===== config.mk =====
export PLATFORM = sky130hd
export DESIGN_NAME = apa_div
export DESIGN_NICKNAME = d
export VERILOG_FILES = /design/src/sv/apa_pkg.sv /design/src/sv/apa_div.sv
export SDC_FILE = /design/constraint.sdc
export NUM_CORES = 2
export LEC_CHECK = 0
export BUFFER_PORTS_ARGS = -buffer_cell sky130_fd_sc_hd__buf_2
export CORE_MARGIN = 5
export CORE_UTILIZATION = 40
export DETAILED_ROUTE_END_ITERATION = 8
export PLACE_DENSITY_LB_ADDON = 0.1
export SLEW_MARGIN = 20
export SYNTH_ARGS = -nofsm -noshare
export SYNTH_HDL_FRONTEND = slang
export SYNTH_SLANG_ARGS = --single-unit

===== constraint.sdc =====
create_clock -name clk -period 4.7 [get_ports clk]
set_clock_uncertainty 0.2 [all_clocks]
set_input_delay 0.47 -clock clk [delete_from_list [all_inputs] [get_ports clk]]
set_output_delay 0.47 -clock clk [all_outputs]
set_load 0.005 [all_outputs]

===== src/sv/apa_pkg.sv =====
`timescale 1ns / 1ps
// ----------------------------------------------------------------------------
// apa_pkg: shared types and constants for the point-to-angle pipeline
// Binary-angle constants, polynomial coefficients and stage counts.
// ----------------------------------------------------------------------------
package apa_pkg;

	localparam int ANG_W = 32;          // binary angle, full turn = 2^32
	localparam int K1_W  = 30;
	localparam int K3_W  = 27;

	// 0.9817 and 0.1963 rad scaled by 2^31/pi
	localparam logic [K1_W-1:0] BAM_K1 = 30'd671056031;
	localparam logic [K3_W-1:0] BAM_K3 = 27'd134183864;

	// base angles and their negations (mod 2^32)
	localparam logic [ANG_W-1:0] BASE_LO     = 32'h2000_0000;
	localparam logic [ANG_W-1:0] BASE_HI     = 32'h6000_0000;
	localparam logic [ANG_W-1:0] BASE_LO_NEG = 32'hE000_0000;
	localparam logic [ANG_W-1:0] BASE_HI_NEG = 32'hA000_0000;

	localparam int FRONT_STAGES = 3;
	localparam int POLY_STAGES  = 5;

	typedef struct packed {
		logic dx_neg;   // target left of origin: base 3/8 turn
		logic dy_neg;   // final negation
		logic r_neg;    // sign of the ratio
	} apa_flags_t;

endpackage


===== src/sv/apa_div.sv =====
`timescale 1ns / 1ps
// ----------------------------------------------------------------------------
// apa_div: pipelined restoring divider
// One quotient bit per stage; gives floor(n * 2^F / d) for n <= d.
// ----------------------------------------------------------------------------
module apa_div import apa_pkg::*; #(
	parameter int DW = 34,
	parameter int F  = 24
) (
	input  logic            clk,
	input  logic            arst_n,
	input  logic [F:0]      en,
	input  logic            in_v,
	input  logic [DW-2:0]   nmag,
	input  logic [DW-1:0]   den,
	input  apa_flags_t      in_flags,
	output logic [F:0]      v,
	output logic [F:0]      q,
	output apa_flags_t      flags
);

	localparam int ND = F + 1;
	localparam int QW = F + 1;
	localparam int RW = DW + 1;
	localparam logic [QW-1:0] Q_MAX = QW'(1) << F;

	logic [RW-1:0] rem_s   [ND];
	logic [DW-1:0] den_s   [ND];
	logic [QW-1:0] q_s     [ND];
	apa_flags_t    flags_s [ND];
	logic          v_s     [ND];

	for (genvar k = 0; k < ND; k++) begin : gen_stage
		logic [RW-1:0] rem_i, rem_d;
		logic [DW-1:0] den_i;
		logic [QW-1:0] q_i;
		apa_flags_t    flags_i;
		logic          v_i, ge;

		if (k == 0) begin : gen_head
			assign rem_i   = RW'(nmag);
			assign den_i   = den;
			assign q_i     = '0;
			assign flags_i = in_flags;
			assign v_i     = in_v;
		end else begin : gen_body
			assign rem_i   = rem_s[k-1];
			assign den_i   = den_s[k-1];
			assign q_i     = q_s[k-1];
			assign flags_i = flags_s[k-1];
			assign v_i     = v_s[k-1];
		end

		assign ge    = rem_i >= RW'(den_i);
		assign rem_d = ge ? (rem_i - RW'(den_i)) : rem_i;

		always_ff @(posedge clk or negedge arst_n) begin
			if (!arst_n) begin
				v_s[k] <= 1'b0;
			end else if (en[k]) begin
				v_s[k] <= v_i;
			end
		end

		// rem_d < d, so the shift never drops a set bit
		always_ff @(posedge clk) begin
			if (en[k]) begin
				rem_s[k]   <= {rem_d[RW-2:0], 1'b0};
				den_s[k]   <= den_i;
				q_s[k]     <= {q_i[QW-2:0], ge};
				flags_s[k] <= flags_i;
			end
		end

		assign v[k] = v_s[k];
	end

	assign q     = q_s[ND-1];
	assign flags = flags_s[ND-1];

	a_quot_range: assert property (@(posedge clk) disable iff (!arst_n)
		v_s[ND-1] |-> (q_s[ND-1] <= Q_MAX))
		else $error("ratio magnitude above one");

endmodule


======== Word-level counts from Yosys, hierarchy flattened ========
Memory sizes are Yosys's and may differ from the RTL's.
Index checks and enable logic that the tools add are counted.
word-level totals
  bits of input ports ..................... 98
  memories kept ........................... 4
  bits in registers ....................... 25
  memory bits (writable) .................. 2400
memories
  memory   depth  bits a word  read ports  clocked after memory_dff  write ports  RTL line       source
  den_s    25     34           24          0                         25           apa_div.sv:28  logic [DW-1:0] den_s [ND];
  rem_s    25     34           24          0                         25           apa_div.sv:27  logic [RW-1:0] rem_s [ND];
  q_s      25     25           25          0                         25           apa_div.sv:29  logic [QW-1:0] q_s [ND];
  flags_s  25     3            25          0                         25           apa_div.sv:30  apa_flags_t flags_s [ND];
operators by class
  $add $sub $neg .......................... 25
  muxes and demuxes ....................... 75
  $lt $le $gt $ge ......................... 25
operators by type and width
  operator                                                        count
  34-bit 2-to-1 mux                                               25
  35-bit by 34-bit greater-or-equal comparator with 1-bit output  24
  34-bit subtractor                                               24
  1-bit 2-to-1 mux                                                50
  33-bit by 34-bit greater-or-equal comparator with 1-bit output  1
  33-bit by 34-bit subtractor with 34-bit output                  1

======== Longest topological paths before layout ========
An unclocked memory read counts as a cell.
  depth after elaboration ................. 3
  depth in mapped cells ................... 16

======== Least setup slack after synthesis ========
OpenSTA, ideal clock, no wires.
  path kind ............................... reg2reg
  start point ............................. mem rem_s[6][0] (netlist bit)
  end point ............................... mem rem_s[7][30] (netlist bit) (data pin)
  stages on the path, launching flop included .. 13
  slack ................................... 975 ps
  data arrival time ....................... 3269 ps
  clock period less this slack ............ 3725 ps
  path through ............................ edfxtp_1 -> fa_1 -> a21o_1 -> a221oi_2 -> a21oi_2 -> a41o_1 -> o41a_1 -> a221oi_4 -> o21a_2 -> o31ai_2 -> a21o_1 -> a211o_1 -> a31o_1
RTL lines
  item                RTL line
  start: declaration  apa_div.sv:27

==> impl_metrics.csv <==
group,metric,value,unit
synth,syn_avg_cell_area,11.24,µm²
flow_run,max_cap_violations,0,
placement,dpl_worst_slack,0.008349,ns
critical_path,slowest_stage,"a2111oi_1",
grt,grt_pass1_wl,455.4,mm
critical_path,path_cells,"fa_1 -> a21oi_1 -> o21bai_1 -> a21oi_1 -> o211ai_1 -> a41oi_1 -> o21bai_1 -> a2111oi_1 -> buf_4 -> o21ai_0 -> a21oi_1 -> xor2_1 -> o21ai_0",
clock_network,path_clk_slew,0.06,ns
routing,post_drt_wl_per_cell,20.37,µm
pwr,p_leak,52.94,nW
sta,finalSetupTns,0,ns
clock_network,clk_path_buf_depth,4,
synth,synth_top_family_by_area,"compound AO/OA/AOI/OAI gates",
synth,ys_seq_area_frac,0.5390,
layout,seq_area,61640,µm²
sta,period_minus_slack,4.505,ns
sta,setup_viol,0,
placement,globalplace.congestion,0.8893,
sta,fin_crit_sh,0.9584,
clock_network,cts_tree,"yes",
clock_network,cts-buffers-inserted,237,
floorplan,core_area,285000,µm²
routing,vias,76750,
critical_path,crit_top_cell,"a21oi_1",
layout,n_fill_cell,26230,
grt,grt_max_degree,85,
sta,setup_slack,0.1955,ns
synth,synthXorXnorAreaFrac,0.05567,
synth,synth_warnings,0,
critical_path,r2r_end,"rem_s[16][32]",
status,status,"finished clean",
synth,yosys.area_share.adder,0.09697,
critical_path,arrival,4.90,ns
pwr,p_total,89.51,mW
floorplan,die_width,544.7,µm
synth,synth-simple-area-share,0.08650,
synth,syn-num-nets,11140,
floorplan,num_rows,196,
critical_path,setup.worst_path.start_class,"flip-flop",
pwr,p_per_area,692.1,nW/µm²
layout,final_common_cell,"edfxtp_1",
placement,dpl.hpwl,232.1,mm
critical_path,crit_type,"flip-flop to flip-flop",
clock_network,cts_max_level,4,
routing,wl,295.3,mm
critical_path,startpoint,"rem_s[15][0]",
clock_network,worstSkewPairLatency,0.90,ns
routing,drt_iter0_markers,5054,
sta,tightest_slew,1.111,ns
floorplan,io_pins,151,
layout,syn_to_final_growth,13.08,%
layout,layout_common_cells,"edfxtp_1 (2,032), inv_1 (1,047), a21oi_1 (968), ha_1 (848), nand2_1 (682)",
grt,antenna_found_initial,9,
clock_network,root_buffer,"clkbuf_16",
grt,gr-total-overflow,0,
layout,final_net_count,11520,
layout,multi_input_area,47780,µm²
sta,drv_slew,0,
synth,synth_cell_types,93,
synth,yosysTopAreaCell,"edfxtp_1",
grt,grt_pass1_vias,76770,
synth,async_flop_share,0.01215,
grt,gr-usage-all-layers,0.1960,
critical_path,critPathMaxFanout,4,
layout,drive_above_1_share,0.08957,
clock_network,clock-sinks,2057,
routing,drc_errors,0,
synth,netlist_instances,10170,
sta,slew-limit-headroom,0.2595,
critical_path,regToRegSetupSlack,0.20,ns
routing,vias_per_cell,5.294,
synth,synth_area_leaders,"edfxtp_1 (53%), ha_1 (9.3%), a21oi_1 (4.3%)",
critical_path,r2r_start,"rem_s[15][0]",
sta,rsz0062_at_grt,"false",
pwr,peakVddDrop,0.3597,mV
synth,synth_top_area_share,0.5335,
synth,ys_ff_latch,2057,
routing,ant_nets,0,
synth,synthFlopType,"edfxtp_1",
floorplan,die_h,544.7,µm
synth,synth_compound_gate_area_share,0.1509,
sta,hold_viol,0,
synth,synthMuxAreaShare,0.02587,
critical_path,required,5.09,ns
placement,port_buffers,150,
floorplan,dieArea,296700,µm²
synth,synth-edff-count,2032,
routing,firstDrtPassIters,6,
critical_path,slowest_delay,0.63,ns
floorplan,start_util,0.4014,
critical_path,end_kind,"flip-flop",
critical_path,endpoint,"rem_s[16][32]",
hold_path,min_path_type,"input port to flip-flop",
sta,whs,0.04438,ns
sta,fmaxAchievable,222.0,MHz
synth,syn-cell-area,114400,µm²
critical_path,rr_worst_depth,13,
## sequential cells by signal (all words and copies together), names as in the netlist
name and flops:
v 1, rem_s 816, gen_stage.v_i 24, q_s 325
flags_s 75, den_s 816
## metrics by stage
| stage | utilization | area [µm²] | std cells |
|---|---|---|---|
| 2_1_floorplan | - | 114400 | 10170 |
| 3_3_place_gp | 0.4233 | 120600 | 13970 |
| 3_5_place_dp | 0.4233 | 120600 | 13970 |
| 4_1_cts | 0.4537 | 129300 | 14490 |
| 5_1_grt | 0.4539 | 129300 | 14500 |
| 6_report | 0.4539 | 129300 | 14500 |
## cell usage after synthesis (30+ instances only)
cell and number:
a211oi_1 57, a21o_1 469, a21oi_1 972, a31oi_1 84
and2_1 58, and3_1 64, clkbuf_1 207, edfxtp_1 2032
ha_1 848, inv_1 1047, mux2_1 39, mux2_2 210
nand2_1 684, nand2b_1 97, nand3_1 140, nand4_1 154
nor2_1 612, nor2b_1 105, nor3_1 72, o211ai_1 34
o21a_1 81, o21ai_0 632, o21ai_1 35, o21bai_1 129
o31ai_1 33, or3_1 30, xnor2_1 425, xor2_1 302
## power by group
group	switching (mW)	internal (mW)	total, mW
Combinational	23.4	17.4	40.9
Sequential	3.14	27.2	30.4
Clock	7.36	10.9	18.3
Total	33.9	55.6	89.5
## cells by family (layout without fill, tap and decap cells)
group / count (synthesis) / after routing
AOI/OAI and AO/OA: 2798 / 2798
and+or+nand+nor: 2121 / 2121
DFF: 2057 / 2057
buffers and inverters: 1335 / 1892
adders and majority gates: 872 / 872
xor gates and xnor gates: 727 / 727
muxes: 262 / 262
other: 0 / 7
## area by class of cell
type | count | area share
well taps | 3762 | 0.03639
clock inverters | 122 | 0.01012
multi-input cells | 6780 | 0.3694
diodes | 7 | 0.0001354
repair buffers | 425 | 0.02774
clock buffers | 298 | 0.04922
inverters | 1047 | 0.03039
flip-flops and latches | 2057 | 0.4766
## metal layers
layer | part of all wire | GRT usage | vias to the layer above | routed length [µm]
met5 | 0.000054 | 0 | - | 16
met4 | 0.032 | 0.05925 | 4 | 9593
met3 | 0.041 | 0.02675 | 444 | 11990
met1 | 0.44 | 0.2512 | 37050 | 129400
met2 | 0.49 | 0.3446 | 1446 | 144400
li1 | - | - | 37810 | -
## worst min path at each step
stage                        start                end  cells past startpoint
floorplan                   arst_n  gen_stage[10].v_i                      0
global placement       q_s[1][134]        q_s[1][160]                      0
detailed placement  flags_s[1][20]     flags_s[1][23]                      0
CTS                    in_flags[1]      flags_s[0][1]                      2
global route                en[24]         q_s[3][12]                      1
finish                      en[24]          q_s[3][2]                      1
## critical path, delay by kind of cell (launching register included)
family | cells | cell delay (ns)
flip-flops | 1 | 0.43
adder cells (fa/ha/maj) | 1 | 0.49
AO/OA/AOI/OAI | 10 | 2.68
XOR/XNOR | 1 | 0.15
buffers and inverters | 1 | 0.22
## repair_timing
| item | in CTS | in global routing |
|---|---|---|
| endpoints found under the hold margin | 923 | 22 |
| setup buffers | 0 | 0 |
| gates cloned | 0 | 0 |
| hold buffers | 97 | 1 |
| resized for setup | 1 | 3 |
| pin swaps | 0 | 0 |
| setup endpoints to repair | 15 | 32 |
Note: power is estimated with default switching activity, not from simulation.
