File: config.mk
export PLATFORM = sky130hd
export DESIGN_NAME = apa_poly
export DESIGN_NICKNAME = d
export VERILOG_FILES = /design/src/sv/apa_pkg.sv /design/src/sv/apa_poly.sv
export SDC_FILE = /design/constraint.sdc
export NUM_CORES = 2
export LEC_CHECK = 0
export BUFFER_PORTS_ARGS = -buffer_cell sky130_fd_sc_hd__buf_2
export CAP_MARGIN = 20
export CORE_UTILIZATION = 67
export DETAILED_ROUTE_END_ITERATION = 6
export PLACE_DENSITY = 0.95
export SLEW_MARGIN = 30
export SYNTH_ARGS = -nofsm -noshare
export SYNTH_HDL_FRONTEND = slang
export SYNTH_SLANG_ARGS = --single-unit
File: constraint.sdc
create_clock -name clk -period 9.4 [get_ports clk]
set_clock_uncertainty 0.1 [all_clocks]
set_input_delay 1.88 -clock clk [delete_from_list [all_inputs] [get_ports clk]]
set_output_delay 1.88 -clock clk [all_outputs]
set_load 0.1 [all_outputs]
File: src/sv/apa_pkg.sv
`timescale 1ns / 1ps
// ----------------------------------------------------------------------------
// apa_pkg: shared types and constants for the point-to-angle pipeline
// Binary-angle constants, polynomial coefficients and stage counts.
// ----------------------------------------------------------------------------
package apa_pkg;

	localparam int ANG_W = 32;          // binary angle, full turn = 2^32
	localparam int K1_W  = 30;
	localparam int K3_W  = 27;

	// 0.9817 and 0.1963 rad scaled by 2^31/pi
	localparam logic [K1_W-1:0] BAM_K1 = 30'd671056031;
	localparam logic [K3_W-1:0] BAM_K3 = 27'd134183864;

	// base angles and their negations (mod 2^32)
	localparam logic [ANG_W-1:0] BASE_LO     = 32'h2000_0000;
	localparam logic [ANG_W-1:0] BASE_HI     = 32'h6000_0000;
	localparam logic [ANG_W-1:0] BASE_LO_NEG = 32'hE000_0000;
	localparam logic [ANG_W-1:0] BASE_HI_NEG = 32'hA000_0000;

	localparam int FRONT_STAGES = 3;
	localparam int POLY_STAGES  = 5;

	typedef struct packed {
		logic dx_neg;   // target left of origin: base 3/8 turn
		logic dy_neg;   // final negation
		logic r_neg;    // sign of the ratio
	} apa_flags_t;

endpackage

File: src/sv/apa_poly.sv
`timescale 1ns / 1ps
// ----------------------------------------------------------------------------
// apa_poly: cubic polynomial and angle assembly
// r^2, K3*r^2, K1-K3*r^2, times r, then base and sign into a binary angle.
// ----------------------------------------------------------------------------
module apa_poly import apa_pkg::*; #(
	parameter int F = 24
) (
	input  logic                   clk,
	input  logic                   arst_n,
	input  logic [POLY_STAGES-1:0] en,
	input  logic                   in_v,
	input  logic [F:0]             q,
	input  apa_flags_t             in_flags,
	output logic [POLY_STAGES-1:0] v,
	output logic [ANG_W-1:0]       angle
);

	localparam int QW   = F + 1;
	localparam int SQ_W = 2 * QW + 1;
	localparam int KP_W = K3_W + QW + 1;
	localparam int MP_W = K1_W + QW + 1;
	localparam logic [SQ_W-1:0] SQ_HALF = SQ_W'(1) << (F - 1);
	localparam logic [KP_W-1:0] KP_HALF = KP_W'(1) << (F - 1);
	localparam logic [MP_W-1:0] MP_HALF = MP_W'(1) << (F - 1);

	logic v_s1, v_s2, v_s3, v_s4, v_s5;
	logic [QW-1:0]    q_s1, q_s2, q_s3;
	apa_flags_t       flags_s1, flags_s2, flags_s3, flags_s4;
	logic [QW-1:0]    r2_s1;
	logic [K3_W-1:0]  t_s2;
	logic [K1_W-1:0]  pm_s3;
	logic [K1_W-1:0]  m_s4;
	logic [ANG_W-1:0] angle_s5;

	logic [2*QW-1:0]      sq_p;
	logic [SQ_W-1:0]      sq_c;
	logic [K3_W+QW-1:0]   kp_p;
	logic [KP_W-1:0]      kp_c;
	logic [K1_W+QW-1:0]   mp_p;
	logic [MP_W-1:0]      mp_c;
	logic [ANG_W-1:0]     base_c, m_ext;

	// magnitudes only: r^2 >= 0, K1-K3*r^2 > 0, sign folded in at the end
	assign sq_p = (2*QW)'(q) * (2*QW)'(q);
	assign sq_c = {1'b0, sq_p} + SQ_HALF;
	assign kp_p = (K3_W+QW)'(BAM_K3) * (K3_W+QW)'(r2_s1);
	assign kp_c = {1'b0, kp_p} + KP_HALF;
	assign mp_p = (K1_W+QW)'(pm_s3) * (K1_W+QW)'(q_s3);
	assign mp_c = {1'b0, mp_p} + MP_HALF;

	always_comb begin
		case ({flags_s4.dx_neg, flags_s4.dy_neg})
			2'b00:   base_c = BASE_LO;
			2'b01:   base_c = BASE_LO_NEG;
			2'b10:   base_c = BASE_HI;
			default: base_c = BASE_HI_NEG;
		endcase
	end

	assign m_ext = ANG_W'(m_s4);

	always_ff @(posedge clk or negedge arst_n) begin
		if (!arst_n) begin
			v_s1 <= 1'b0;
			v_s2 <= 1'b0;
			v_s3 <= 1'b0;
			v_s4 <= 1'b0;
			v_s5 <= 1'b0;
		end else begin
			if (en[0]) v_s1 <= in_v;
			if (en[1]) v_s2 <= v_s1;
			if (en[2]) v_s3 <= v_s2;
			if (en[3]) v_s4 <= v_s3;
			if (en[4]) v_s5 <= v_s4;
		end
	end

	always_ff @(posedge clk) begin
		if (en[0]) begin
			q_s1     <= q;
			flags_s1 <= in_flags;
			r2_s1    <= sq_c[F+QW-1:F];
		end
		if (en[1]) begin
			q_s2     <= q_s1;
			flags_s2 <= flags_s1;
			t_s2     <= kp_c[F+K3_W-1:F];
		end
		if (en[2]) begin
			q_s3     <= q_s2;
			flags_s3 <= flags_s2;
			pm_s3    <= BAM_K1 - K1_W'(t_s2);
		end
		if (en[3]) begin
			flags_s4 <= flags_s3;
			m_s4     <= mp_c[F+K1_W-1:F];
		end
		if (en[4]) begin
			// term = r_neg ? +m : -m, and the whole sum flips with dy_neg
			angle_s5 <= (flags_s4.r_neg != flags_s4.dy_neg) ? (base_c + m_ext)
			                                                 : (base_c - m_ext);
		end
	end

	assign v     = {v_s5, v_s4, v_s3, v_s2, v_s1};
	assign angle = angle_s5;

	a_k3_term: assert property (@(posedge clk) disable iff (!arst_n)
		v_s2 |-> (t_s2 <= BAM_K3))
		else $error("cubic coefficient term out of range");

	a_poly_term: assert property (@(posedge clk) disable iff (!arst_n)
		v_s4 |-> (m_s4 <= BAM_K1))
		else $error("polynomial product out of range");

endmodule

Word level (Yosys, flattened, before mapping)

Index checks and enable logic that the tools add are counted.

Muxes and demuxes: 2
Multipliers: 3
Equal/unequal tests: 3
Reductions and logical operators: 1
$add $sub $neg: 6

Operators with widths:

| operator               | count |
|---|---|
| $pmux 32 s3            | 1 |
| $add 54x24->54 const B | 1 |
| $mul 30x25->54         | 1 |
| $add 51x24->51 const B | 1 |
| $add 49x24->49 const B | 1 |
| $mul 25x25->49         | 1 |
| $mul 24x25->48 const A | 1 |
| $add 32x30->32         | 1 |
| $mux 32                | 1 |
| $sub 32x30->32         | 1 |
| $sub 30x27->30 const A | 1 |
| $eq 2x1->1 const B     | 1 |
| $eq 2x2->1 const B     | 1 |
| $logic_not 2->1        | 1 |
| $ne 1x1->1             | 1 |

Output and inout port bits: 37
Word-level logic and storage cells: 40
Input bits: 36
Register bits: 236

Depth between registers and ports, before layout

Depth after elaboration: 4
Gate-level depth with buffers: 28
Gate-level depth less buffers: 28

Least setup slack after synthesis

Ideal clock, no wire load.

Path type: input-to-reg
From: in q[22]
To: reg r2_s1[19] (data pin)
Cell stages on the path: 24
Arrival time: 8.449 ns
Setup time: 0.258 ns
Required time: 9.042 ns
Buffers on the path: 1
Path slack: 0.593 ns
Path through: clkbuf_1 > clkinv_1 > nor2_1 > fa_1 > fa_1 > fa_1 > inv_1 > fa_1 > fa_1 > fa_1 > inv_1 > fa_1 > ha_1 > a21o_1 > a21oi_1 > o21bai_1 > a21o_1 > a221oi_1 > o21ai_0 > a221oi_1 > o21ai_0 > a21o_1 > a21oi_1 > xnor2_1

Word-level cells in the longest chain between the ends: 2

RTL lines:

| item                 | line           | text |
|---|---|---|
| start, declared      | apa_poly.sv:13 | `input logic [F:0] q,` |
| $mul 25x25->49       | apa_poly.sv:45 | `assign sq_p = (2*QW)'(q) * (2*QW)'(q);` |
| $add 49x24->49       | apa_poly.sv:46 | `assign sq_c = {1'b0, sq_p} + SQ_HALF;` |
| via sq_c[43]         | apa_poly.sv:37 | `logic [SQ_W-1:0] sq_c;` |
| end signal, assigned | apa_poly.sv:83 | `r2_s1 <= sq_c[F+QW-1:F];` |
| end, declared        | apa_poly.sv:30 | `logic [QW-1:0] r2_s1;` |

The timed path passes the listed nets, and every way through them passes these cells.
A chain may end at the register's enable or synchronous reset.

Worst setup path in the final report

From: in q[3]
To: reg r2_s1[11] (data pin)

Same word-level chain as after synthesis.

==> results.py <==
metrics = {
    "worst_hold_path": {
        "whs_path_depth": 0,
        "hold_path_class": "reg2reg",
    },
    "clocking": {
        "cts_tree": "built",
        "cts_sinks": 236,
        "clk_latency_ns": 0.58,
        "cts_root_buffer": "clkbuf_16",
        "h-tree-depth": 1,
        "postCtsHoldBufs": 0,
        "postCtsSetupBuffers": 0,
        "numCtsBuffers": 28,
        "clkTransAtPathRegs_ns": 0.06,
        "cts.path.max_buffers": 3,
    },
    "placement": {
        "dp_hpwl_um": 133000,
        "place_congestion": 1.01,
        "port_buffers": 72,
        "place_area_um2": 62500,
    },
    "grt": {
        "antenna_found_initial": 1,
        "grt_use_total_pct": 36.8,
        "grt_pass1_wl_um": 258000,
        "grt_pass1_vias": 49700,
        "grt_max_degree": 60,
        "grt_overflow": 0,
    },
    "drt": {
        "drc": 105,
        "viasPerCell": 5.99,
        "num_vias": 43200,
        "wire_per_inst_um": 22.3,
        "first_pass_iters": 7,
        "ant_nets": 0,
        "drt_iter0_drc": 4336,
        "routed_wl_um": 161000,
    },
    "run_status": {
        "violations": "design-rule violations",
        "status": "finished with violations",
    },
    "die": {
        "die_x_um": 303,
        "dieArea_um2": 91600,
        "core_um2": 88900,
        "start_util_pct": 68.1,
        "rows": 109,
        "pin_count": 73,
        "die_y_um": 303,
    },
    "worst_setup_path": {
        "crit_top_cell": "fa_1",
        "start_kind": "input port",
        "cp.arrival_ns": 9.22,
        "ff2ff_path_depth": 23,
        "critical_path_peak_fanout": 11,
        "max_stage_delay_ns": 0.54,
        "path_cells": "buf_2 -> clkinv_1 -> nor2_1 -> fa_1 -> fa_1 -> fa_1 -> inv_1 -> fa_1 -> fa_1 -> fa_1 -> inv_1 -> fa_1 -> ha_1 -> a21oi_1 -> o21ai_0 -> a21o_1 -> a21oi_1 -> nor2_1 -> or4_1 -> o221ai_1 -> o21bai_1 -> a21oi_1 -> o21ai_0 -> xor2_1",
        "cp_data_required_time_ns": 9.62,
        "critPathKind": "in2reg",
        "cpMaxStageDelayCell": "fa_1",
        "end_kind": "flop",
    },
    "synthesis": {
        "synth.area.top_cells": "fa_1 (47%), ha_1 (13%), edfxtp_1 (11%), inv_1 (9.9%), nand2_1 (4.4%)",
        "syn-num-nets": 8075,
        "synth-async-reset-ratio_pct": 2.12,
        "ys_ff_latch": 236,
        "synthTopCellsByCount": "inv_1 (1602), fa_1 (1419), nand2_1 (710), ha_1 (607), and2_1 (392)",
        "yosysTopAreaCellShare_pct": 46.9,
        "yosysTopAreaCell": "fa_1",
        "synth-seq-area-share_pct": 11.7,
        "synth-main-ff-cell": "edfxtp_1",
        "synthesis.area_um2": 60500,
        "yosys_warnings": 0,
        "yosysMostFrequentCell": "inv_1",
        "synth_edf_count": 231,
        "ys_types": 84,
        "postSynthAreaPerCell_um2": 10.1,
        "synth_cells": 6013,
    },
    "layout": {
        "drive_gt1_share_pct": 4.39,
        "area_delta_synth_final_pct": 4.80,
        "finalNetCount": 8095,
        "nFillCells": 5692,
        "fin_area_um2": 63400,
        "postLayoutCoreUtil_pct": 71.4,
    },
    "timing": {
        "slew_viol_final": 0,
        "setup_viol": 0,
        "rsz0062_at_grt": "false",
        "relSlewSlack_pct": 26.8,
        "hold_viol": 0,
        "min_period_ns": 9.01,
        "max_slew.worst_pin.slew_ns": 1.10,
        "max_freq_mhz": 111,
        "min_period_over_period_pct": 95.8,
    },
    "run": {
        "cap_violations": 0,
    },
}
-- routing by layer --
layer | vias to the layer above | global-route usage (%) | wire length, um
li1 | 17900 | - | -
met1 | 21500 | 42.8 | 52900
met2 | 2920 | 61.5 | 77400
met3 | 1003 | 9.23 | 17900
met4 | 6 | 22.8 | 12300
met5 | - | 0 | 102
-- critical path, delay by kind of cell --
kind                       cells  cell delay, ns
buffers and inverters          4            0.63
AOI/OAI and AO/OA              8            1.96
adders and majority gates      8            3.84
and+or+nand+nor                3            0.74
xor gates and xnor gates       1            0.15
-- cells by family after synthesis --
kind of cell	Yosys count	synth area share, %
AO/OA/AOI/OAI	329	3.57
XOR/XNOR	175	2.53
adder cells (fa/ha/maj)	2026	59.5
buffers and inverters	1809	11.2
flip-flops	236	11.7
multiplexers	12	0.219
AND/OR/NAND/NOR	1426	11.3
-- cell usage in the layout, fill, tap and decap left out, types with 12 or more instances in the layout --
cell and instances:
buf_2 72, fa_1 1419, and2_1 392, nor3_1 15
ha_1 607, nand2b_1 12, clkinv_1 13, a21oi_1 107
nor4_1 12, edfxtp_1 231, clkbuf_16 29, o21a_1 13
o21ai_0 55, a21o_1 48, xor2_1 64, nor2_1 133
buf_4 115, nand2_1 710, and3_1 14, nand3_1 33
inv_1 1602, a211oi_1 13, nor2b_1 21, xnor2_1 111
nand4_1 26
-- path summary, 6_finish.rpt --
kind                          from   endpoint  slack (ns)
max reg2reg                q_s3[7]   m_s4[29]        0.43
min                        q_s2[2]    q_s3[2]        0.31
min reg2reg                q_s2[2]    q_s3[2]        0.31
max                           q[3]  r2_s1[11]        0.39
max in group asynchronous   arst_n       v_s3        8.06
min in group asynchronous   arst_n       v_s5        1.01
-- final cells by class --
class | instances | area, um2 | area share [%]
repair buffers | 189 | 1260 | 1.98
multi-input cells | 3968 | 46700 | 73.6
clock inverters | 19 | 194 | 0.306
diodes | 1 | 2.50 | 0.00394
well taps | 1165 | 1460 | 2.30
inverters | 1610 | 6040 | 9.53
clock buffers | 32 | 737 | 1.16
flip-flops and latches | 236 | 7060 | 11.1
-- through the flow --
stage / setup slack [ns] / TNS (ns) / hold slack, ns / instances
6_report: 0.394 / 0 / 0.313 / 7220
4_1_cts: 0.537 / 0 / 0.313 / 7218
2_1_floorplan: 0.593 / 0 / 0.300 / 6013
3_3_place_gp: 0.128 / 0 / 0.302 / 7167
5_1_grt: 0.0729 / 0 / 0.323 / 7219
3_5_place_dp: -0.00624 / -0.00624 / 0.305 / 7167
-- flip-flops by register name, indices dropped and copies added (netlist names) --
register,count
angle,32
flags_s1,3
flags_s2,3
flags_s3,3
flags_s4,3
m_s4,30
pm_s3,30
q_s1,25
q_s2,25
q_s3,25
r2_s1,25
t_s2,27
v_s1,1
v_s2,1
v_s3,1
v_s4,1
v_s5,1
-- repair_timing --
item,in CTS,in global routing
hold endpoints to repair,0,0
setup endpoints to repair,0,2
gates resized for setup,0,2
Power is left out: the tool's default activity adds up to more than one toggle a clock period on the data nets, which glitch-free logic cannot reach.
