--- src/sv/apa_pkg.sv ---
`timescale 1ns / 1ps
// ----------------------------------------------------------------------------
// apa_pkg: shared types and constants for the point-to-angle pipeline
// Binary-angle constants, polynomial coefficients and stage counts.
// ----------------------------------------------------------------------------
package apa_pkg;

	localparam int ANG_W = 32;          // binary angle, full turn = 2^32
	localparam int K1_W  = 30;
	localparam int K3_W  = 27;

	// 0.9817 and 0.1963 rad scaled by 2^31/pi
	localparam logic [K1_W-1:0] BAM_K1 = 30'd671056031;
	localparam logic [K3_W-1:0] BAM_K3 = 27'd134183864;

	// base angles and their negations (mod 2^32)
	localparam logic [ANG_W-1:0] BASE_LO     = 32'h2000_0000;
	localparam logic [ANG_W-1:0] BASE_HI     = 32'h6000_0000;
	localparam logic [ANG_W-1:0] BASE_LO_NEG = 32'hE000_0000;
	localparam logic [ANG_W-1:0] BASE_HI_NEG = 32'hA000_0000;

	localparam int FRONT_STAGES = 3;
	localparam int POLY_STAGES  = 5;

	typedef struct packed {
		logic dx_neg;   // target left of origin: base 3/8 turn
		logic dy_neg;   // final negation
		logic r_neg;    // sign of the ratio
	} apa_flags_t;

endpackage

--- src/sv/apa_front.sv ---
`timescale 1ns / 1ps
// ----------------------------------------------------------------------------
// apa_front: deltas, magnitudes and ratio operands
// Three stages: dx/dy, |dx| and |dy|+1, then numerator magnitude and divisor.
// ----------------------------------------------------------------------------
module apa_front import apa_pkg::*; #(
	parameter int W = 32
) (
	input  logic                    clk,
	input  logic                    arst_n,
	input  logic [FRONT_STAGES-1:0] en,
	input  logic                    in_v,
	input  logic [W-1:0]            from_x,
	input  logic [W-1:0]            from_y,
	input  logic [W-1:0]            to_x,
	input  logic [W-1:0]            to_y,
	output logic [FRONT_STAGES-1:0] v,
	output logic [W:0]              nmag,
	output logic [W+1:0]            den,
	output apa_flags_t              flags
);

	logic         v_s1, v_s2, v_s3;
	logic [W:0]   dx_s1, dy_s1;
	logic [W:0]   adx_s2, ay_s2;
	logic         dxn_s2, dyn_s2;
	logic [W:0]   nmag_s3;
	logic [W+1:0] den_s3;
	apa_flags_t   flags_s3;

	logic [W:0]   dx_c, dy_c, adx_c, ay_c;
	logic [W+1:0] diff_c;
	logic         ay_lt, adx_lt;

	assign dx_c = {to_x[W-1], to_x} - {from_x[W-1], from_x};
	assign dy_c = {to_y[W-1], to_y} - {from_y[W-1], from_y};

	// |dy| + 1 in one add: -dy + 1 == ~dy + 2
	assign adx_c = dx_s1[W] ? (~dx_s1 + (W+1)'(1)) : dx_s1;
	assign ay_c  = dy_s1[W] ? (~dy_s1 + (W+1)'(2)) : (dy_s1 + (W+1)'(1));

	assign diff_c = {1'b0, ay_s2} - {1'b0, adx_s2};
	assign ay_lt  = diff_c[W+1];
	assign adx_lt = !ay_lt && (diff_c != '0);

	always_ff @(posedge clk or negedge arst_n) begin
		if (!arst_n) begin
			v_s1 <= 1'b0;
			v_s2 <= 1'b0;
			v_s3 <= 1'b0;
		end else begin
			if (en[0]) v_s1 <= in_v;
			if (en[1]) v_s2 <= v_s1;
			if (en[2]) v_s3 <= v_s2;
		end
	end

	always_ff @(posedge clk) begin
		if (en[0]) begin
			dx_s1 <= dx_c;
			dy_s1 <= dy_c;
		end
		if (en[1]) begin
			adx_s2 <= adx_c;
			ay_s2  <= ay_c;
			dxn_s2 <= dx_s1[W];
			dyn_s2 <= dy_s1[W];
		end
		if (en[2]) begin
			nmag_s3         <= ay_lt ? (adx_s2 - ay_s2) : diff_c[W:0];
			den_s3          <= {1'b0, adx_s2} + {1'b0, ay_s2};
			flags_s3.dx_neg <= dxn_s2;
			flags_s3.dy_neg <= dyn_s2;
			// dx<0: num = ay-|dx|; else num = |dx|-ay
			flags_s3.r_neg  <= dxn_s2 ? ay_lt : adx_lt;
		end
	end

	assign v     = {v_s3, v_s2, v_s1};
	assign nmag  = nmag_s3;
	assign den   = den_s3;
	assign flags = flags_s3;

	a_ratio_operands: assert property (@(posedge clk) disable iff (!arst_n)
		v_s3 |-> (den_s3 != '0) && ({1'b0, nmag_s3} <= den_s3))
		else $error("ratio numerator exceeds divisor");

endmodule

--- config.mk ---
export PLATFORM = sky130hd
export DESIGN_NAME = apa_front
export DESIGN_NICKNAME = d
export VERILOG_FILES = /design/src/sv/apa_pkg.sv /design/src/sv/apa_front.sv
export SDC_FILE = /design/constraint.sdc
export NUM_CORES = 1
export LEC_CHECK = 0
export BUFFER_PORTS_ARGS = -buffer_cell sky130_fd_sc_hd__buf_4
export CORE_AREA = 2 2 198 200
export DETAILED_ROUTE_END_ITERATION = 8
export DIE_AREA = 0 0 200 202
export PLACE_DENSITY = 0.6
export SLEW_MARGIN = 10
export SYNTH_ARGS = -nofsm -noshare
export SYNTH_HDL_FRONTEND = slang
export SYNTH_SLANG_ARGS = --single-unit
--- constraint.sdc ---
create_clock -name clk -period 8.7 [get_ports clk]
set_input_delay 1.74 -clock clk [delete_from_list [all_inputs] [get_ports clk]]
set_output_delay 1.74 -clock clk [all_outputs]
set_load 0.02 [all_outputs]
Word-level counts from Yosys, hierarchy flattened
Index checks and enable logic that the tools add are counted.

Memories: 0. Register bits after elaboration: 207. RAM bits: 0. Input bits: 134. Latch bits: 0. Bits in read-only memories: 0.

Reduce and logical (&&, ||, !) cells: 3. $lt $le $gt $ge: 0. Divide/modulo/power cells: 0. Multiplexer cells: 4. $add $sub $neg: 8. Bitwise operators: 2. Equality and inequality tests: 0. Multiply operators: 0. Shifts and indexed selects: 0.

Operators with widths (number): $add A33 B1 Y33 const B (2); $mux W33 (2); $not A33 Y33 (2); $sub A32 B32 Y33 (2); $add A33 B33 Y34 (1); $reduce_bool A34 Y1 (1); $sub A33 B33 Y34 (1); $add A33 B2 Y33 const B (1); $sub A33 B33 Y33 (1); $mux W32 (1); $logic_and A1 B1 Y1 (1); $logic_not A1 Y1 (1); $mux W1 (1).

Logic depth before layout (Yosys ltp)
Gate-level depths: netlist (run 1).

Depth in word-level cells: 4. Mapped depth: 15.

Least setup slack after synthesis (run 1)
Ideal clock, no wire load.

Kind: input -> register. Start: input from_x[1]. End: register dx_s1[29], data pin. Stages on the path: 12. Arrival time: 3939 ps. Setup slack: 4501 ps. Path buffers: 0. Path through: inv_1 -> ha_1 -> nor2b_1 -> o21ai_0 -> a21boi_0 -> o311ai_0 -> a21oi_1 -> a311oi_1 -> o31ai_1 -> a21o_1 -> a21oi_1 -> xnor2_1.

Word-level cells in the longest chain between the ends: 1.

RTL lines: start, declared (line apa_front.sv:13) `input logic [W-1:0] from_x,`; $sub A32 B32 Y33 (line apa_front.sv:35) `assign dx_c = {to_x[W-1], to_x} - {from_x[W-1], from_x};`; via dx_c[29] (line apa_front.sv:31) `logic [W:0] dx_c, dy_c, adx_c, ay_c;`; end signal, assigned (line apa_front.sv:60) `dx_s1 <= dx_c;`; end, declared (line apa_front.sv:24) `logic [W:0] dx_s1, dy_s1;`.

The timed path passes the listed nets, and every way through them passes these cells. A chain may end at the register's enable or synchronous reset.

Worst setup path after layout (run 1)
Start: register ay_s2[11]. End: register nmag_s3[2], in the netlist nmag[2], data pin.

Word-level cells in the longest chain between the ends: 2.

RTL lines: start, declared (line apa_front.sv:25) `logic [W:0] adx_s2, ay_s2;`; start signal, assigned (line apa_front.sv:65) `ay_s2 <= ay_c;`; $sub A33 B33 Y34 (line apa_front.sv:42) `assign diff_c = {1'b0, ay_s2} - {1'b0, adx_s2};`; $mux W33 (line apa_front.sv:70) `nmag_s3 <= ay_lt ? (adx_s2 - ay_s2) : diff_c[W:0];`; end signal, assigned (line apa_front.sv:70); end, declared (line apa_front.sv:27) `logic [W:0] nmag_s3;`.

Every way passes these cells.

==> results of run 1 <==
==> flip-flops by register name, indices dropped and copies added, names as in the netlist <==
register / flops
adx_s2: 33
ay_s2: 33
den: 33
dx_s1: 33
dxn_s2: 1
dy_s1: 33
dyn_s2: 1
flags: 3
nmag: 33
v_s1: 1
v_s2: 1
v_s3: 1
==> cells in the mapped netlist, types with 29 or more instances <==
| cell type | n | area share, % |
|---|---|---|
| nor2_1 | 123 | 2.7 |
| nor3_1 | 38 | 1.1 |
| xor2_1 | 48 | 2.5 |
| edfxtp_1 | 203 | 36 |
| a21oi_1 | 152 | 4.5 |
| clkbuf_1 | 39 | 0.86 |
| a21o_1 | 51 | 2.3 |
| inv_1 | 203 | 4.5 |
| nand3_1 | 36 | 1.1 |
| o21ai_0 | 72 | 2.1 |
| nand2_1 | 89 | 2.0 |
| xnor2_1 | 141 | 7.3 |
| nand2b_1 | 29 | 1.1 |
| ha_1 | 166 | 12 |
==> power groups by stage <==
stage / Combinational [uW] / Clock, uW / Sequential [uW]
after floorplan: 1530 / 0 / 1780
after global placement: 2410 / 0 / 1640
after detailed placement: 2420 / 0 / 1650
after CTS: 2420 / 916 / 1630
after global routing: 2660 / 952 / 1660
final: 2440 / 889 / 1630
==> routing by layer <==
layer / wire [um] / GRT usage, % / part of all wire [%]
met5: 0 / 0 / 0
met4: 797 / 4.894 / 1.9
met3: 2243 / 2.269 / 5.2
met2: 18260 / 31.50 / 42
met1: 21730 / 32.87 / 51
==> final timing paths <==
path | start | endpoint | slack (ps) | depth (start not counted)
worst min-delay path | dyn_s2 | flags[1] | 430 | 0
worst max register to register | ay_s2[11] | nmag[2] | 4210 | 12
worst max-delay path | ay_s2[11] | nmag[2] | 4210 | 12
max in group asynchronous | arst_n | v_s1 | 7600 | 1
worst min register to register | dyn_s2 | flags[1] | 430 | 0
min in group asynchronous | arst_n | v_s2 | 1010 | 1
==> through the flow <==
stage	instances	worst slack (ps)	util [%]	area, um^2	hold WS [ps]
after floorplan	1819	4501	-	17010	400.3
after global placement	2486	4014	49.47	18940	408.9
after detailed placement	2486	3876	49.47	18940	419.4
after CTS	2524	4242	51.25	19620	434.8
after global routing	2524	3954	51.25	19620	443.4
final	2524	4214	51.25	19620	427.7
==> final cells by class <==
cell class | count | share of cell area, %
flip-flops and latches | 206 | 31.45
clock inverters | 12 | 0.4909
repair buffers | 210 | 8.034
inverters | 206 | 3.940
clock buffers | 26 | 2.990
well taps | 518 | 3.303
multi-input cells | 1346 | 49.80
==> kinds of logic (layout without fill, tap and decap cells) <==
kind of cell / Yosys count / in the layout / synth area share, %
flip-flops: 206 / 206 / 36.28
buffers and inverters: 267 / 454 / 6.261
adder cells (fa/ha/maj): 171 / 171 / 12.80
AO/OA/AOI/OAI: 511 / 511 / 19.90
multiplexers: 28 / 28 / 1.685
XOR/XNOR: 189 / 189 / 9.733
AND/OR/NAND/NOR: 447 / 447 / 13.34
==> worst max-delay path, cell delays in order (launching register included) <==
cell and delay [ps]:
edfxtp_1 430, ha_1 620, nand2_1 340, a211oi_1 340, o21ai_2 160, o211ai_4 350
a2111oi_4 130, o21bai_1 210, a211o_1 580, and2_1 210, buf_4 420, mux2i_1 270
xor2_1 100
==> results.md, run 1 <==
- Final wirelength: 43030 um
- Clock Tree Root: clkbuf_16
- Die footprint: 40400 um^2
- Post-synth EDFFs: 203
- Sequential element share of the synthesized area: 36.28%
- CP arrival: 4720 ps
- Vias in the first global route: 12900
- Setup bufs post-CTS: 0
- Max-Cap Viols: 0
- CTS tree: done
- CTS Sinks: 206
- Vias per inst: 5.415
- Final worst-path cycle share: 51.56%
- Initial DRT Pass Iterations: 5
- # rows: 72
- Die width: 200 um
- Startpoint Class: flip-flop
- Internal power: 2964 uW
- Status: completed
- Dpl hpwl: 34960 um
- Final max-slew violation count: 0
- Mapped Area: 17010 um^2
- Final ANT Viol Nets: 0
- Residual DRC: 0
- YS warnings: 0
- Vias: 13670
- Hold Crit Class: reg2reg
- H-tree level count: 1
- Fill count: 3593
- Slew @ Worst Pin: 1009 ps
- Psw: 1989 uW
- Share of layout cells above drive strength 1: 13.76%
- Largest net degree at the start of global routing: 71
- Seq. cell area: 6171 um^2
- Hold-fix buffers, CTS: 0
- PwrDens: 252.4 nW/um^2
- CTS resizes: 0
- VDD IR max: 0.1283 mV
- Final Wtd Congestion: 0.8724
- Crit path required time: 8940 ps
- Library cells used by synthesis: 87
- Ports: 207
- Syn_area_per_cell: 9.350 um^2
- Clock power frac: 17.9%
- Gr usage total: 21.20%
- RSZ-0062 raised after global routing: false
- CTS Buf Count: 22
- Yosys reg bits: 206
- Overall power: 4953 uW
- Static Leak: 0.008435 uW
- Fmax: 222.9 MHz
- Switching part of the total: 40.15%
- Fin nets: 2297
- Area growth, synth to finish: 15.38%
- Minimum clock period: 4486 ps
- Multi-input logic area: 9772 um^2
- First DRT Iteration DRCs: 898
- DR WL/cell: 17.05 um
- Starting Density: 44.42%
- Gr ovfl total: 0
- Most frequent cells in the layout: buf_4 (210), inv_1 (203), edfxtp_1 (203), ha_1 (166), a21oi_1 (152)
- Critical Path End Type: flip-flop
- Syn Inst Count: 1819
- Setup_tns: 0 ps
- Worst-path maximum fanout: 33
- Slew HR: 32.75%
- Port Buffers: 206
- Setup Crit Path Kind: reg2reg
- Chip Height: 202 um
- Initial antenna violation count: 0
- N_diodes: 0
- Final hold violation count: 0
- Clock skew: 19.03 ps
- Clk pin slew, worst setup/hold paths: 60 ps
- Ys flop type: edfxtp_1
- Synth async-reset ratio: 1.456%
- Comb pwr share: 49.2%
- Syn_nets: 2124
- Commonest non-fill, non-tap cell in the layout: buf_4
- Global-route wire length before repair: 68920 um
- Flop pwr share: 32.8%
- Clk buf depth: 3
- Final Setup Violations: 0
- Area of the core: 38290 um^2
- Worst skew pair latency: 520 ps
Power figures use the tool's default switching activity.
==> inputs of run 2 (changes only) <==
Settings changed: PLACE_DENSITY 0.6 to 0.62.
Clock period 8.7 ns to 4.1 ns, I/O delays scaled along.
==> run 2 against run 1 <==
Critical path depth up 1; sequential power is 110% higher; die area unchanged; final area grew 1.7%; critical endpoint is now flags[0]; sequential cell count stayed put; first-iteration DRC count is 11% lower; sequential share of layout area shrank 0.54 points; largest cell class unchanged.
==> results.md, run 2 (synthesis gave the netlist of run 1 again) <==
- Status: completed
- Worst r2r path cells: 13 (+1)
- PwrDens: 538.1 nW/um^2 (+110%)
- Comb pwr share: 49.9% (+0.7 points)
- Worst skew pair latency: 520 ps (about the same)
- Critical Path End Type: flip-flop
- Vias per inst: 5.388 (-0.49%)
- Critical path cell sequence: ha_1 -> fa_1 -> nand2b_1 -> a211o_1 -> a211oi_1 -> buf_4 -> o2111a_1 -> o21ai_1 -> o31ai_1 -> xnor2_1 -> o211ai_1 -> nor4_1 -> a21oi_1
- RSZ-0062 raised after global routing: false
- DR WL/cell: 16.82 um (-1.4%)
- Internal power: 6515 uW (+120%)
- Clock skew: 14.15 ps (-4.882 ps)
- DP Worst Slack: 235.8 ps (-3640 ps)
- Dpl hpwl: 35580 um (+1.8%)
- Vias in the first global route: 12850 (-0.42%)
- Share of layout cells above drive strength 1: 15.29% (+1.5 points)
- CTS Sinks: 206 (unchanged)
- Commonest non-fill, non-tap cell in the layout: buf_4
- First DRT Iteration DRCs: 796 (-11%)
- Setup bufs post-CTS: 0 (unchanged)
- Worst-path maximum fanout: 5 (-85%)
- Fmax: 260.7 MHz (+17%)
- CP arrival: 4080 ps (-640 ps)
- # rows: 72 (unchanged)
- R2r startpoint: adx_s2[0]
- Port Buffers: 206 (unchanged)
- Clk pin slew, worst setup/hold paths: 60 ps (about the same)
- Static Leak: 0.008634 uW (+2.4%)
- Global-route wire length before repair: 68430 um (-0.71%)
- Met1 Routed Length: 21900 um (+0.78%)
- Biggest cell delay along the critical path: 450 ps (-170 ps)
- Hold Crit Class: in2async
- Slew HR: 30.61% (-2.1 points)
- Startpoint Class: flip-flop
- Starting Density: 44.42% (unchanged)
- DR top layer: met4
- Area of the core: 38290 um^2 (unchanged)
- Slew @ Worst Pin: 1041 ps (+32.15 ps)
- Clk buf depth: 3 (unchanged)
- Vias: 13830 (+1.2%)
- Final ANT Viol Nets: 0 (unchanged)
- Final Setup Violations: 0 (unchanged)
- Die footprint: 40400 um^2 (unchanged)
- Largest net degree at the start of global routing: 71 (unchanged)
- Metal3 WL: 2114 um (-5.8%)
- Minimum clock period: 3835 ps (-650.6 ps)
- Setup_tns: 0 ps (unchanged)
- Clock power frac: 18.1% (+0.2 points)
- Initial DRT Pass Iterations: 5 (unchanged)
- Gr ovfl total: 0 (unchanged)
- Area growth, synth to finish: 17.40%
- Final hold violation count: 0 (unchanged)
- Final wirelength: 43150 um (+0.28%)
- Fill count: 3531 (-1.7%)
- CTS Buf Count: 22 (unchanged)
- Setup Crit Path Kind: reg2reg
- Chip Height: 202 um (unchanged)
- Most frequent cells in the layout: buf_4 (249), inv_1 (203), edfxtp_1 (203), ha_1 (166), a21oi_1 (152)
- Worst path slowest cell: fa_1
- Crit path required time: 4350 ps (-4590 ps)
- Routed wl met2: 18130 um (-0.72%)
- Switching part of the total: 39.36% (-0.79 points)
- Gr usage total: 21.10% (-0.098 points)
- Flop pwr share: 32.0% (-0.8 points)
- R2R Path End: flags[0]
- VDD IR max: 0.2368 mV (+85%)
- Max-Cap Viols: 0 (unchanged)
- Residual DRC: 0 (unchanged)
- Fin nets: 2337 (+1.7%)
- Largest delay share family, worst path: compound AO/OA/AOI/OAI gates
- Ports: 207 (unchanged)
- Final setup margin: 264.8 ps (-3949 ps)
- H-tree level count: 1 (unchanged)
- CTS tree: done
- Psw: 4229 uW (+110%)
- Final worst-path cycle share: 93.54% (+42 points)
- Final max-slew violation count: 0 (unchanged)
- Initial antenna violation count: 1 (+1)
- Reg2reg setup slack: 260 ps (-3950 ps)
- Die width: 200 um (unchanged)
- Final Wtd Congestion: 0.8818 (+1.1%)
- WP buf/inv: 1 (unchanged)
- Clock Tree Root: clkbuf_16
## run 2: cell count changes in the layout (fill, tap and decap cells not counted)
cell,previous run,this run
bufinv_16,1,2
clkinvlp_4,2,3
clkinv_1,3,5
buf_12,0,1
diode_2,0,1
clkinv_2,6,1
inv_6,0,1
buf_4,210,249
clkinv_4,2,1
clkbuf_1,3,5
## run 2: how the worst max path moves through the flow
stage,startpoint,endpoint,slack (ps),cells past startpoint
5_1_grt,adx_s2[0],den[32],10,15
2_1_floorplan,adx_s2[1],nmag[32],650,14
3_3_place_gp,adx_s2[0],flags[0],330,13
6_report,adx_s2[0],flags[0],260,13
4_1_cts,adx_s2[1],den[32],240,14
3_5_place_dp,adx_s2[1],den[32],240,14
## run 2: worst reg2reg max path, cell delays in order (launching register included)
cell and delay (ps):
edfxtp_1 420, ha_1 250, fa_1 450, nand2b_1 190, a211o_1 350, a211oi_1 240
buf_4 190, o2111a_1 220, o21ai_1 140, o31ai_1 400, xnor2_1 170, o211ai_1 110
nor4_1 310, a21oi_1 130
## run 2: stage by stage
step           utilization [%]  instances  power (uW)  hold WS [ps]  cell area [um^2]
2_1_floorplan                -       1819        7017         400.3             17010
3_3_place_gp             50.29       2526        8762         421.5             19250
3_5_place_dp             50.29       2526        8808         426.2             19250
4_1_cts                  52.14       2565       10780         64.06             19960
5_1_grt                  52.14       2565       11450         70.22             19960
6_report                 52.15       2566       10740         88.29             19970
## run 2: layer usage
layer | track usage (%) | vias to the layer above
li1 | - | 6981
met1 | 32.40 | 6406
met2 | 31.19 | 386
met3 | 2.353 | 53
met4 | 5.847 | 0
met5 | 0 | -
## run 2: area by class of cell
class                   count  area, um^2  share of cell area [%]
diodes                      1       2.502                 0.01253
multi-input cells        1346        9772                   48.94
well taps                 518       648.1                   3.246
clock inverters            11       116.4                  0.5828
repair buffers            250        1889                   9.462
inverters                 206       773.2                   3.873
flip-flops and latches    206        6171                   30.91
clock buffers              28       594.3                   2.977
## run 2: repair_timing
item | CTS | global route
hold buffers | 0 | 0
gates resized for setup | 0 | 0
hold endpoints to repair | 0 | 0
endpoints found under the setup margin | 0 | 1
## run 2: power groups by stage
| stage | combinational (uW) | sequential [uW] | clock, uW |
|---|---|---|---|
| 2_1_floorplan | 3240 | 3770 | 0 |
| 3_3_place_gp | 5290 | 3470 | 0 |
| 3_5_place_dp | 5320 | 3490 | 0 |
| 4_1_cts | 5340 | 3450 | 2000 |
| 5_1_grt | 5850 | 3510 | 2080 |
| 6_report | 5360 | 3440 | 1940 |
